File: src/rtl/dsfe_pkg.sv
// ----------------------------------------------------------------------------
// dsfe_pkg
// types and constants shared by the escape-stuffed frame encoder
// ----------------------------------------------------------------------------
`default_nettype none

package dsfe_pkg;

    localparam int BYTE_W = 8;

    // register map, word index taken from paddr[3:2]
    localparam logic [1:0] REG_ESCAPE  = 2'd0;
    localparam logic [1:0] REG_START   = 2'd1;
    localparam logic [1:0] REG_END     = 2'd2;
    localparam logic [1:0] REG_COMMAND = 2'd3;

    localparam logic [BYTE_W-1:0] ESCAPE_RESET  = 8'h10;
    localparam logic [BYTE_W-1:0] START_RESET   = 8'h02;
    localparam logic [BYTE_W-1:0] END_RESET     = 8'h03;
    localparam logic [BYTE_W-1:0] COMMAND_RESET = 8'hA1;

    typedef struct packed {
        logic [BYTE_W-1:0] escape_byte;
        logic [BYTE_W-1:0] start_byte;
        logic [BYTE_W-1:0] end_byte;
        logic [BYTE_W-1:0] command_code;
    } cfg_t;

    // one classified payload word, as queued between front and back
    typedef struct packed {
        logic [BYTE_W-1:0] data_byte;
        logic [BYTE_W-1:0] payload_length;
        logic [BYTE_W-1:0] checksum;
        logic              first_of_frame;
        logic              last_of_frame;
        logic              is_escape;
    } desc_t;

    // position of the back end within the bytes of one queued word
    typedef enum logic [3:0] {
        SEQ_NEW,
        SEQ_OPEN,
        SEQ_START,
        SEQ_CMD,
        SEQ_LEN,
        SEQ_DUP,
        SEQ_DATA,
        SEQ_CHK,
        SEQ_CLOSE,
        SEQ_END
    } seq_t;

endpackage

`default_nettype wire

File: src/rtl/dsfe_if.sv
// ----------------------------------------------------------------------------
// dsfe channel interfaces
// valid/ready channels for payload words in and framed bytes out
// ----------------------------------------------------------------------------
`default_nettype none

interface dsfe_in_if;
    logic       valid;
    logic       ready;
    logic [7:0] data_byte;
    logic [7:0] payload_length;
    logic       first_of_frame;
    logic       last_of_frame;

    modport source (output valid, output data_byte, output payload_length,
                    output first_of_frame, output last_of_frame, input ready);
    modport sink   (input valid, input data_byte, input payload_length,
                    input first_of_frame, input last_of_frame, output ready);
endinterface

interface dsfe_out_if;
    logic       valid;
    logic       ready;
    logic [7:0] out_byte;
    logic       last_of_run;
    logic       frame_end;

    modport source (output valid, output out_byte, output last_of_run,
                    output frame_end, input ready);
    modport sink   (input valid, input out_byte, input last_of_run,
                    input frame_end, output ready);
endinterface

`default_nettype wire

File: src/rtl/dle_stuffed_frame_encoder_core.sv
// ----------------------------------------------------------------------------
// dle_stuffed_frame_encoder_core
// escape-stuffed start/end framer with command, length and checksum
// ----------------------------------------------------------------------------
//  channel   dir  handshake      content
//  in_ch     in   valid/ready    data_byte, payload_length, first/last_of_frame
//  out_ch    out  valid/ready    out_byte, last_of_run, frame_end
//  apb       in   psel/penable   four 8-bit registers at 0x0, 0x4, 0x8, 0xc
//
//  the back sequencer emits one byte per cycle while a word waits and out_ch
//  takes bytes: a word gives 1 byte, 2 if escaped, plus 4 header, 3 trailer
//  the front takes a word per cycle while the word queue has room
//  out_ch stalls hold the output register; the queue absorbs input meanwhile
//  reset clears the running sum, the queue and the sequencer
// ----------------------------------------------------------------------------
`default_nettype none

module dle_stuffed_frame_encoder_core
#(
    parameter int QUEUE_DEPTH = 4
)
(
    input  wire         clk,
    input  wire         rst_n,
    input  wire         psel,
    input  wire         penable,
    input  wire         pwrite,
    input  wire  [3:0]  paddr,
    input  wire  [31:0] pwdata,
    output logic [31:0] prdata,
    output logic        pready,
    dsfe_in_if.sink     in_ch,
    dsfe_out_if.source  out_ch
);

    dsfe_pkg::cfg_t  cfg_reg;
    dsfe_pkg::cfg_t  cfg_next;
    dsfe_pkg::desc_t push_desc;
    dsfe_pkg::desc_t head_desc;

    logic       push_valid;
    logic       push_ready;
    logic       head_valid;
    logic       pop;
    logic       wr_en;
    logic [1:0] word_idx;
    logic [7:0] rd_byte;

    assign pready   = 1'b1;
    assign word_idx = paddr[3:2];
    assign wr_en    = psel && penable && pwrite;

    always_comb
    begin
        cfg_next = cfg_reg;
        if (wr_en)
        begin
            unique case (word_idx)
                dsfe_pkg::REG_ESCAPE:  cfg_next.escape_byte  = pwdata[7:0];
                dsfe_pkg::REG_START:   cfg_next.start_byte   = pwdata[7:0];
                dsfe_pkg::REG_END:     cfg_next.end_byte     = pwdata[7:0];
                dsfe_pkg::REG_COMMAND: cfg_next.command_code = pwdata[7:0];
                default:               cfg_next = cfg_reg;
            endcase
        end
    end

    always_comb
    begin
        unique case (word_idx)
            dsfe_pkg::REG_ESCAPE:  rd_byte = cfg_reg.escape_byte;
            dsfe_pkg::REG_START:   rd_byte = cfg_reg.start_byte;
            dsfe_pkg::REG_END:     rd_byte = cfg_reg.end_byte;
            dsfe_pkg::REG_COMMAND: rd_byte = cfg_reg.command_code;
            default:               rd_byte = 8'd0;
        endcase
        prdata = {24'd0, rd_byte};
    end

    always_ff @(posedge clk or negedge rst_n)
    begin
        if (!rst_n)
        begin
            cfg_reg.escape_byte  <= dsfe_pkg::ESCAPE_RESET;
            cfg_reg.start_byte   <= dsfe_pkg::START_RESET;
            cfg_reg.end_byte     <= dsfe_pkg::END_RESET;
            cfg_reg.command_code <= dsfe_pkg::COMMAND_RESET;
        end
        else
        begin
            cfg_reg <= cfg_next;
        end
    end

    dsfe_front u_front
    (
        .clk        (clk),
        .rst_n      (rst_n),
        .in_ch      (in_ch),
        .cfg        (cfg_reg),
        .push_valid (push_valid),
        .push_ready (push_ready),
        .push_desc  (push_desc)
    );

    dsfe_queue
    #(
        .DEPTH (QUEUE_DEPTH)
    )
    u_queue
    (
        .clk        (clk),
        .rst_n      (rst_n),
        .push_valid (push_valid),
        .push_ready (push_ready),
        .push_desc  (push_desc),
        .head_valid (head_valid),
        .head_desc  (head_desc),
        .pop        (pop)
    );

    dsfe_back u_back
    (
        .clk        (clk),
        .rst_n      (rst_n),
        .cfg        (cfg_reg),
        .head_valid (head_valid),
        .head_desc  (head_desc),
        .pop        (pop),
        .out_ch     (out_ch)
    );

endmodule

`default_nettype wire

File: src/rtl/dsfe_front.sv
// ----------------------------------------------------------------------------
// dsfe_front
// accepts payload words, keeps the running sum and classifies each word
// ----------------------------------------------------------------------------
`default_nettype none

module dsfe_front
(
    input  wire                clk,
    input  wire                rst_n,
    dsfe_in_if.sink            in_ch,
    input  dsfe_pkg::cfg_t     cfg,
    output logic               push_valid,
    input  wire                push_ready,
    output dsfe_pkg::desc_t    push_desc
);

    logic [7:0] sum_reg;
    logic [7:0] sum_next;
    logic [7:0] base_sum;
    logic [7:0] new_sum;
    logic       accept;

    assign in_ch.ready = push_ready;
    assign accept      = in_ch.valid && push_ready;
    assign push_valid  = in_ch.valid;

    // header seeds the sum with command code plus length
    assign base_sum = in_ch.first_of_frame ? (cfg.command_code + in_ch.payload_length)
                                           : sum_reg;
    assign new_sum  = base_sum + in_ch.data_byte;

    always_comb
    begin
        push_desc.data_byte      = in_ch.data_byte;
        push_desc.payload_length = in_ch.payload_length;
        push_desc.checksum       = 8'd0 - new_sum;
        push_desc.first_of_frame = in_ch.first_of_frame;
        push_desc.last_of_frame  = in_ch.last_of_frame;
        push_desc.is_escape      = (in_ch.data_byte == cfg.escape_byte);
    end

    always_comb
    begin
        sum_next = sum_reg;
        if (accept)
        begin
            sum_next = in_ch.last_of_frame ? 8'd0 : new_sum;
        end
    end

    always_ff @(posedge clk or negedge rst_n)
    begin
        if (!rst_n)
        begin
            sum_reg <= 8'd0;
        end
        else
        begin
            sum_reg <= sum_next;
        end
    end

endmodule

`default_nettype wire

File: src/rtl/dsfe_queue.sv
// ----------------------------------------------------------------------------
// dsfe_queue
// short first-in first-out queue of classified words
// ----------------------------------------------------------------------------
`default_nettype none

module dsfe_queue
#(
    parameter int DEPTH = 4
)
(
    input  wire                clk,
    input  wire                rst_n,
    input  wire                push_valid,
    output logic               push_ready,
    input  dsfe_pkg::desc_t    push_desc,
    output logic               head_valid,
    output dsfe_pkg::desc_t    head_desc,
    input  wire                pop
);

    localparam int PTR_W = (DEPTH > 1) ? $clog2(DEPTH) : 1;
    localparam int CNT_W = $clog2(DEPTH + 1);
    localparam logic [PTR_W-1:0] LAST_PTR = PTR_W'(DEPTH - 1);
    localparam logic [CNT_W-1:0] FULL_CNT = CNT_W'(DEPTH);

    dsfe_pkg::desc_t slot_reg [DEPTH];

    logic [PTR_W-1:0] wr_ptr_reg, wr_ptr_next;
    logic [PTR_W-1:0] rd_ptr_reg, rd_ptr_next;
    logic [CNT_W-1:0] count_reg,  count_next;
    logic             do_push;

    assign push_ready = (count_reg != FULL_CNT);
    assign head_valid = (count_reg != '0);
    assign head_desc  = slot_reg[rd_ptr_reg];
    assign do_push    = push_valid && push_ready;

    always_comb
    begin
        wr_ptr_next = wr_ptr_reg;
        rd_ptr_next = rd_ptr_reg;
        count_next  = count_reg;
        if (do_push)
        begin
            wr_ptr_next = (wr_ptr_reg == LAST_PTR) ? '0 : wr_ptr_reg + 1'b1;
        end
        if (pop)
        begin
            rd_ptr_next = (rd_ptr_reg == LAST_PTR) ? '0 : rd_ptr_reg + 1'b1;
        end
        if (do_push && !pop)
        begin
            count_next = count_reg + 1'b1;
        end
        else if (pop && !do_push)
        begin
            count_next = count_reg - 1'b1;
        end
    end

    always_ff @(posedge clk or negedge rst_n)
    begin
        if (!rst_n)
        begin
            wr_ptr_reg <= '0;
            rd_ptr_reg <= '0;
            count_reg  <= '0;
        end
        else
        begin
            wr_ptr_reg <= wr_ptr_next;
            rd_ptr_reg <= rd_ptr_next;
            count_reg  <= count_next;
        end
    end

    always_ff @(posedge clk)
    begin
        if (do_push)
        begin
            slot_reg[wr_ptr_reg] <= push_desc;
        end
    end

    property p_no_pop_when_empty;
        @(posedge clk) disable iff (!rst_n) pop |-> head_valid;
    endproperty
    a_no_pop_when_empty: assert property (p_no_pop_when_empty)
        else $error("queue popped while empty");

    property p_count_bounded;
        @(posedge clk) disable iff (!rst_n) count_reg <= FULL_CNT;
    endproperty
    a_count_bounded: assert property (p_count_bounded)
        else $error("queue count beyond depth");

    property p_push_grows;
        @(posedge clk) disable iff (!rst_n)
            (do_push && !pop) |=> (count_reg == $past(count_reg) + 1'b1);
    endproperty
    a_push_grows: assert property (p_push_grows)
        else $error("queue count did not follow a push");

endmodule

`default_nettype wire

File: src/rtl/dsfe_back.sv
// ----------------------------------------------------------------------------
// dsfe_back
// walks the frame bytes of each queued word into the output register
// ----------------------------------------------------------------------------
`default_nettype none

module dsfe_back
(
    input  wire                clk,
    input  wire                rst_n,
    input  dsfe_pkg::cfg_t     cfg,
    input  wire                head_valid,
    input  dsfe_pkg::desc_t    head_desc,
    output logic               pop,
    dsfe_out_if.source         out_ch
);

    dsfe_pkg::seq_t state_reg, state_next;
    dsfe_pkg::seq_t cur;
    dsfe_pkg::seq_t succ;

    logic       valid_reg, valid_next;
    logic [7:0] byte_reg,  byte_next;
    logic       run_reg,   run_next;
    logic       end_reg,   end_next;
    logic       step;
    logic       final_pos;

    assign out_ch.valid       = valid_reg;
    assign out_ch.out_byte    = byte_reg;
    assign out_ch.last_of_run = run_reg;
    assign out_ch.frame_end   = end_reg;

    // output register frees up when empty or being taken
    assign step = head_valid && (!valid_reg || out_ch.ready);

    always_comb
    begin
        // a fresh word picks its entry point from its flags
        if (state_reg == dsfe_pkg::SEQ_NEW)
        begin
            if (head_desc.first_of_frame)
                cur = dsfe_pkg::SEQ_OPEN;
            else if (head_desc.is_escape)
                cur = dsfe_pkg::SEQ_DUP;
            else
                cur = dsfe_pkg::SEQ_DATA;
        end
        else
        begin
            cur = state_reg;
        end

        unique case (cur)
            dsfe_pkg::SEQ_OPEN:  succ = dsfe_pkg::SEQ_START;
            dsfe_pkg::SEQ_START: succ = dsfe_pkg::SEQ_CMD;
            dsfe_pkg::SEQ_CMD:   succ = dsfe_pkg::SEQ_LEN;
            dsfe_pkg::SEQ_LEN:   succ = head_desc.is_escape ? dsfe_pkg::SEQ_DUP
                                                            : dsfe_pkg::SEQ_DATA;
            dsfe_pkg::SEQ_DUP:   succ = dsfe_pkg::SEQ_DATA;
            dsfe_pkg::SEQ_DATA:  succ = dsfe_pkg::SEQ_CHK;
            dsfe_pkg::SEQ_CHK:   succ = dsfe_pkg::SEQ_CLOSE;
            dsfe_pkg::SEQ_CLOSE: succ = dsfe_pkg::SEQ_END;
            default:             succ = dsfe_pkg::SEQ_NEW;
        endcase

        unique case (cur)
            dsfe_pkg::SEQ_OPEN:  byte_next = cfg.escape_byte;
            dsfe_pkg::SEQ_START: byte_next = cfg.start_byte;
            dsfe_pkg::SEQ_CMD:   byte_next = cfg.command_code;
            dsfe_pkg::SEQ_LEN:   byte_next = head_desc.payload_length;
            dsfe_pkg::SEQ_DUP:   byte_next = cfg.escape_byte;
            dsfe_pkg::SEQ_DATA:  byte_next = head_desc.data_byte;
            dsfe_pkg::SEQ_CHK:   byte_next = head_desc.checksum;
            dsfe_pkg::SEQ_CLOSE: byte_next = cfg.escape_byte;
            default:             byte_next = cfg.end_byte;
        endcase

        final_pos = ((cur == dsfe_pkg::SEQ_DATA) && !head_desc.last_of_frame)
                    || (cur == dsfe_pkg::SEQ_END);
        run_next  = final_pos;
        end_next  = (cur == dsfe_pkg::SEQ_END);

        pop        = step && final_pos;
        state_next = state_reg;
        valid_next = valid_reg;
        if (step)
        begin
            valid_next = 1'b1;
            state_next = final_pos ? dsfe_pkg::SEQ_NEW : succ;
        end
        else if (out_ch.ready)
        begin
            valid_next = 1'b0;
        end
    end

    always_ff @(posedge clk or negedge rst_n)
    begin
        if (!rst_n)
        begin
            state_reg <= dsfe_pkg::SEQ_NEW;
            valid_reg <= 1'b0;
        end
        else
        begin
            state_reg <= state_next;
            valid_reg <= valid_next;
        end
    end

    always_ff @(posedge clk)
    begin
        if (step)
        begin
            byte_reg <= byte_next;
            run_reg  <= run_next;
            end_reg  <= end_next;
        end
    end

    property p_mid_word_has_head;
        @(posedge clk) disable iff (!rst_n)
            (state_reg != dsfe_pkg::SEQ_NEW) |-> head_valid;
    endproperty
    a_mid_word_has_head: assert property (p_mid_word_has_head)
        else $error("sequencer mid-word with empty queue");

    property p_frame_end_closes_run;
        @(posedge clk) disable iff (!rst_n)
            (valid_reg && end_reg) |-> run_reg;
    endproperty
    a_frame_end_closes_run: assert property (p_frame_end_closes_run)
        else $error("end-of-text byte not flagged as last of run");

    property p_pop_resets_seq;
        @(posedge clk) disable iff (!rst_n) pop |=> (state_reg == dsfe_pkg::SEQ_NEW);
    endproperty
    a_pop_resets_seq: assert property (p_pop_resets_seq)
        else $error("sequencer did not return to a fresh word after pop");

endmodule

`default_nettype wire

File: src/flat_wrapper.sv
// flat-port wrapper written by rule: the top's interface ports become plain ports
module dle_stuffed_frame_encoder_core_flat 
#(
    parameter int QUEUE_DEPTH = 4
)
  (clk, rst_n, psel, penable, pwrite, paddr, pwdata, prdata, pready, in_ch_valid, in_ch_data_byte, in_ch_payload_length, in_ch_first_of_frame, in_ch_last_of_frame, in_ch_ready, out_ch_valid, out_ch_out_byte, out_ch_last_of_run, out_ch_frame_end, out_ch_ready);
  dsfe_in_if in_ch_i ();
  dsfe_out_if out_ch_i ();
  input  wire clk;
  input  wire rst_n;
  input  wire psel;
  input  wire penable;
  input  wire pwrite;
  input  wire  [3:0] paddr;
  input  wire  [31:0] pwdata;
  output logic [31:0] prdata;
  output logic pready;
  input wire logic [$bits(in_ch_i.valid)-1:0] in_ch_valid;
  input wire logic [$bits(in_ch_i.data_byte)-1:0] in_ch_data_byte;
  input wire logic [$bits(in_ch_i.payload_length)-1:0] in_ch_payload_length;
  input wire logic [$bits(in_ch_i.first_of_frame)-1:0] in_ch_first_of_frame;
  input wire logic [$bits(in_ch_i.last_of_frame)-1:0] in_ch_last_of_frame;
  output wire logic [$bits(in_ch_i.ready)-1:0] in_ch_ready;
  output wire logic [$bits(out_ch_i.valid)-1:0] out_ch_valid;
  output wire logic [$bits(out_ch_i.out_byte)-1:0] out_ch_out_byte;
  output wire logic [$bits(out_ch_i.last_of_run)-1:0] out_ch_last_of_run;
  output wire logic [$bits(out_ch_i.frame_end)-1:0] out_ch_frame_end;
  input wire logic [$bits(out_ch_i.ready)-1:0] out_ch_ready;
  assign in_ch_i.valid = in_ch_valid;
  assign in_ch_i.data_byte = in_ch_data_byte;
  assign in_ch_i.payload_length = in_ch_payload_length;
  assign in_ch_i.first_of_frame = in_ch_first_of_frame;
  assign in_ch_i.last_of_frame = in_ch_last_of_frame;
  assign in_ch_ready = in_ch_i.ready;
  assign out_ch_valid = out_ch_i.valid;
  assign out_ch_out_byte = out_ch_i.out_byte;
  assign out_ch_last_of_run = out_ch_i.last_of_run;
  assign out_ch_frame_end = out_ch_i.frame_end;
  assign out_ch_i.ready = out_ch_ready;
  dle_stuffed_frame_encoder_core #(.QUEUE_DEPTH(QUEUE_DEPTH)) u_core (.clk(clk), .rst_n(rst_n), .psel(psel), .penable(penable), .pwrite(pwrite), .paddr(paddr), .pwdata(pwdata), .prdata(prdata), .pready(pready), .in_ch(in_ch_i), .out_ch(out_ch_i));
endmodule
File: config.mk
export PLATFORM = sky130hd
export DESIGN_NAME = dle_stuffed_frame_encoder_core_flat
export DESIGN_NICKNAME = d
export VERILOG_FILES = /design/src/rtl/dsfe_pkg.sv /design/src/rtl/dsfe_if.sv /design/src/rtl/dle_stuffed_frame_encoder_core.sv /design/src/rtl/dsfe_front.sv /design/src/rtl/dsfe_queue.sv /design/src/rtl/dsfe_back.sv /design/src/flat_wrapper.sv
export SDC_FILE = /design/constraint.sdc
export NUM_CORES = 1
export LEC_CHECK = 0
export BUFFER_PORTS_ARGS = -buffer_cell sky130_fd_sc_hd__buf_2
export CORE_ASPECT_RATIO = 2
export CORE_MARGIN = 8
export CORE_UTILIZATION = 55
export DETAILED_ROUTE_END_ITERATION = 8
export PLACE_DENSITY = 0.87
export SLEW_MARGIN = 30
export SYNTH_ARGS = -nofsm -noshare
export SYNTH_HDL_FRONTEND = slang
export SYNTH_SLANG_ARGS = --single-unit
File: constraint.sdc
create_clock -name clk -period 9.1 [get_ports clk]
set_input_delay 1.82 -clock clk [delete_from_list [all_inputs] [get_ports clk]]
set_output_delay 1.82 -clock clk [all_outputs]
set_load 0.01 [all_outputs]
==> metrics.txt <==
via count 5115; CTS max path bufs 2; status finished clean; gr ovfl total 0; num rows 63; final wirelength ~19000 µm; Yosys cell types 66; fmax 191 MHz; CP Class primary input to flop; WP data arrival 5.39 ns; final net count about 700; max reg flops 108; Cell Count, Final, Fillers Out just over 800; Placement Cell Area 0.00869 mm²; most common cell in the netlist edfxtp_1; Yosys top cell by area edfxtp_1; LEAKAGE 3.62 nW; post-layout util 62.5%; top cells by area, synth edfxtp_1 43%, dfrtp_1 14%, mux4_2 7.6%; Die Area 0.0195 mm²; Post-synth EDFFs 118; FF-to-FF Start u_core.cfg_reg[0]; post-route ant nets 0; drt initial violations 349; IO Pins 106; Layout area overhead 11.8%; worst hold start u_core.u_front.sum_reg[1]; sequential cell area 0.00485 mm²; async set-reset flop share out of synthesis 30.6%; Primary FF master, synth edfxtp_1; crit path time final about 5.2 ns; total core area 0.0148 mm²; sequential area share after synthesis 58.6%; Commonest cells post-synth 118 x edfxtp_1, 45 x dfrtp_1, 39 x mux2_2, 31 x nor2_1, 28 x mux4_2; vias in the first global route ~5400; total routing usage reported by global routing roughly 20%; post-cts resize count 0; Power Density 333 mW/mm²; Fin Clk Skew 0.0108 ns; first-pass GRT wire length 29400 µm; Critical Path End Type flop; post-detail-place hpwl 13600 µm; clock slew at reported path FFs 0.06 ns; Final Max Slew Viols 0; worst skew pair latency approximately 0.43 ns; Final Hold Slack approximately 0.49 ns; post-CTS setup buffer count 0; # fillers 1068; critical path data required time 9.25 ns; critical path peak fanout 5; TritonCTS Buffers 17; CTS tree built; Reg-to-Reg End u_core.u_queue.slot_reg[3][10]; DRC 0; FF-to-FF path depth 15; multi-input combinational cell area between 0.003 and 0.004 mm²; Yosys Warn Count 0; die span in x 103 µm; Final Cycle Share between 50 and 60%; Placed Cells 798; vias per std cell 6.16; layout cell share with drive strength beyond 1 29.1%; CTS H-tree depth 4; post-synth top area share 42.7%; Mapped Cells ~560; Final Hold Vio Count 0; routability cong. 0.895; router iterations before antenna repair 4; Seq cells post-synth 170; Initial Util between 50% and 60%; Max Cap Viol 0; Hold Path End u_core.u_front.sum_reg[1]; Post-CTS Hold Buffers 0; WL per Instance 22.4 µm; largest net degree at the start of global routing 53; Post-Syn Area per Cell 14.7 µm²; port bufs between 50 and 60; Worst Hold Class flop to flop; VDD IR max 0.000145 V; Worst setup SP type primary input; setup_tns 0 ns; final setup fails 0; Synth Cell Area 0.00829 mm²; WHS Path Cells 2; Worst Tran Pin Value roughly 0.93 ns; unrepaired setup endpoints after global routing no; reg-to-reg slack, setup 5.01 ns; initial antenna violation count 1; Finished Cell Area 0.00927 mm²; Clock Sinks 170; CTS root buffer clkbuf_16; Slew HR between 30% and 40%; height of the die 190 µm
[routing by layer]
layer  up-vias  routed length (µm)  global-route usage [%]
li1       2238                   -                       -
met1      2548                6130                    20.5
met2       262               10200                    35.6
met3        67                1200                    4.10
met4         0                1120                    15.3
met5         -                   0                       0
[placed cells by master, fill, tap and decap left out, types with 8 or more instances in the layout]
cell	netlist	layout
dfrtp_1	45	45
o21a_1	9	9
and3_1	8	8
o22ai_1	10	10
ha_1	21	21
xor2_1	8	8
inv_1	22	22
edfxtp_1	118	118
xnor2_1	18	18
nor2_1	31	31
buf_4	25	11
mux2_2	39	39
buf_2	6	54
a221oi_1	10	10
nand2_1	22	22
a22oi_1	9	9
conb_1	2	25
clkbuf_16	0	19
a21oi_1	20	20
mux4_2	28	28
[cell families after synthesis]
group	after synthesis	synth area share [%]
DFF	170	58.6
and+or+nand+nor	101	6.48
AOI/OAI and AO/OA	93	8.05
muxes	76	15.5
buffers and inverters	69	4.44
xor gates and xnor gates	27	3.02
adders and majority gates	24	3.89
other	2	0.0906
[worst max-delay path, stage by stage]
cell and delay (ns):
buf_2 0.14, ha_1 0.25, fa_1 0.45, a21o_1 0.17
a21oi_1 0.21, o21bai_1 0.11, a21oi_1 0.22, xnor2_1 0.09
mux2_2 0.29, ha_1 0.35, inv_1 0.13, nor3_1 0.07
a221oi_1 0.22, nand3_1 0.20, nor3_1 0.28, xnor3_1 0.41
[worst max path at each step]
stage                                        from                             end  slack (ns)  cells after the start
after floorplan           in_ch_payload_length[0]  u_core.u_queue.slot_reg[0][10]        4.00                     15
after global placement    in_ch_payload_length[0]  u_core.u_queue.slot_reg[2][10]        3.61                     16
after detailed placement  in_ch_payload_length[0]  u_core.u_queue.slot_reg[3][10]        3.49                     16
after CTS                 in_ch_payload_length[0]  u_core.u_queue.slot_reg[3][10]        3.88                     16
after global routing      in_ch_payload_length[0]  u_core.u_queue.slot_reg[1][10]        3.65                     15
final                     in_ch_payload_length[0]  u_core.u_queue.slot_reg[3][10]        3.86                     16
[power breakdown]
group | total, mW | switching, mW | internal, mW
combinational | 1.14 | 0.636 | 0.506
clock | 0.690 | 0.298 | 0.392
sequential | 1.25 | 0.135 | 1.12
[cell type report]
| type | instances | area share (%) |
|---|---|---|
| clock inverters | 11 | 0.837 |
| well taps | 195 | 2.63 |
| clock buffers | 21 | 5.33 |
| multi-input cells | 346 | 34.1 |
| inverters | 22 | 0.891 |
| diodes | 1 | 0.0270 |
| flip-flops and latches | 170 | 52.4 |
| repair buffers | 65 | 3.81 |
[through the flow]
step | worst slack (ns) | power [mW]
CTS | 3.88 | 3.09
global route | 3.65 | 3.24
floorplan | 4.00 | 2.08
global placement | 3.61 | 2.31
detailed placement | 3.49 | 2.39
finish | 3.86 | 3.09
(Power assumes the default switching activity.)
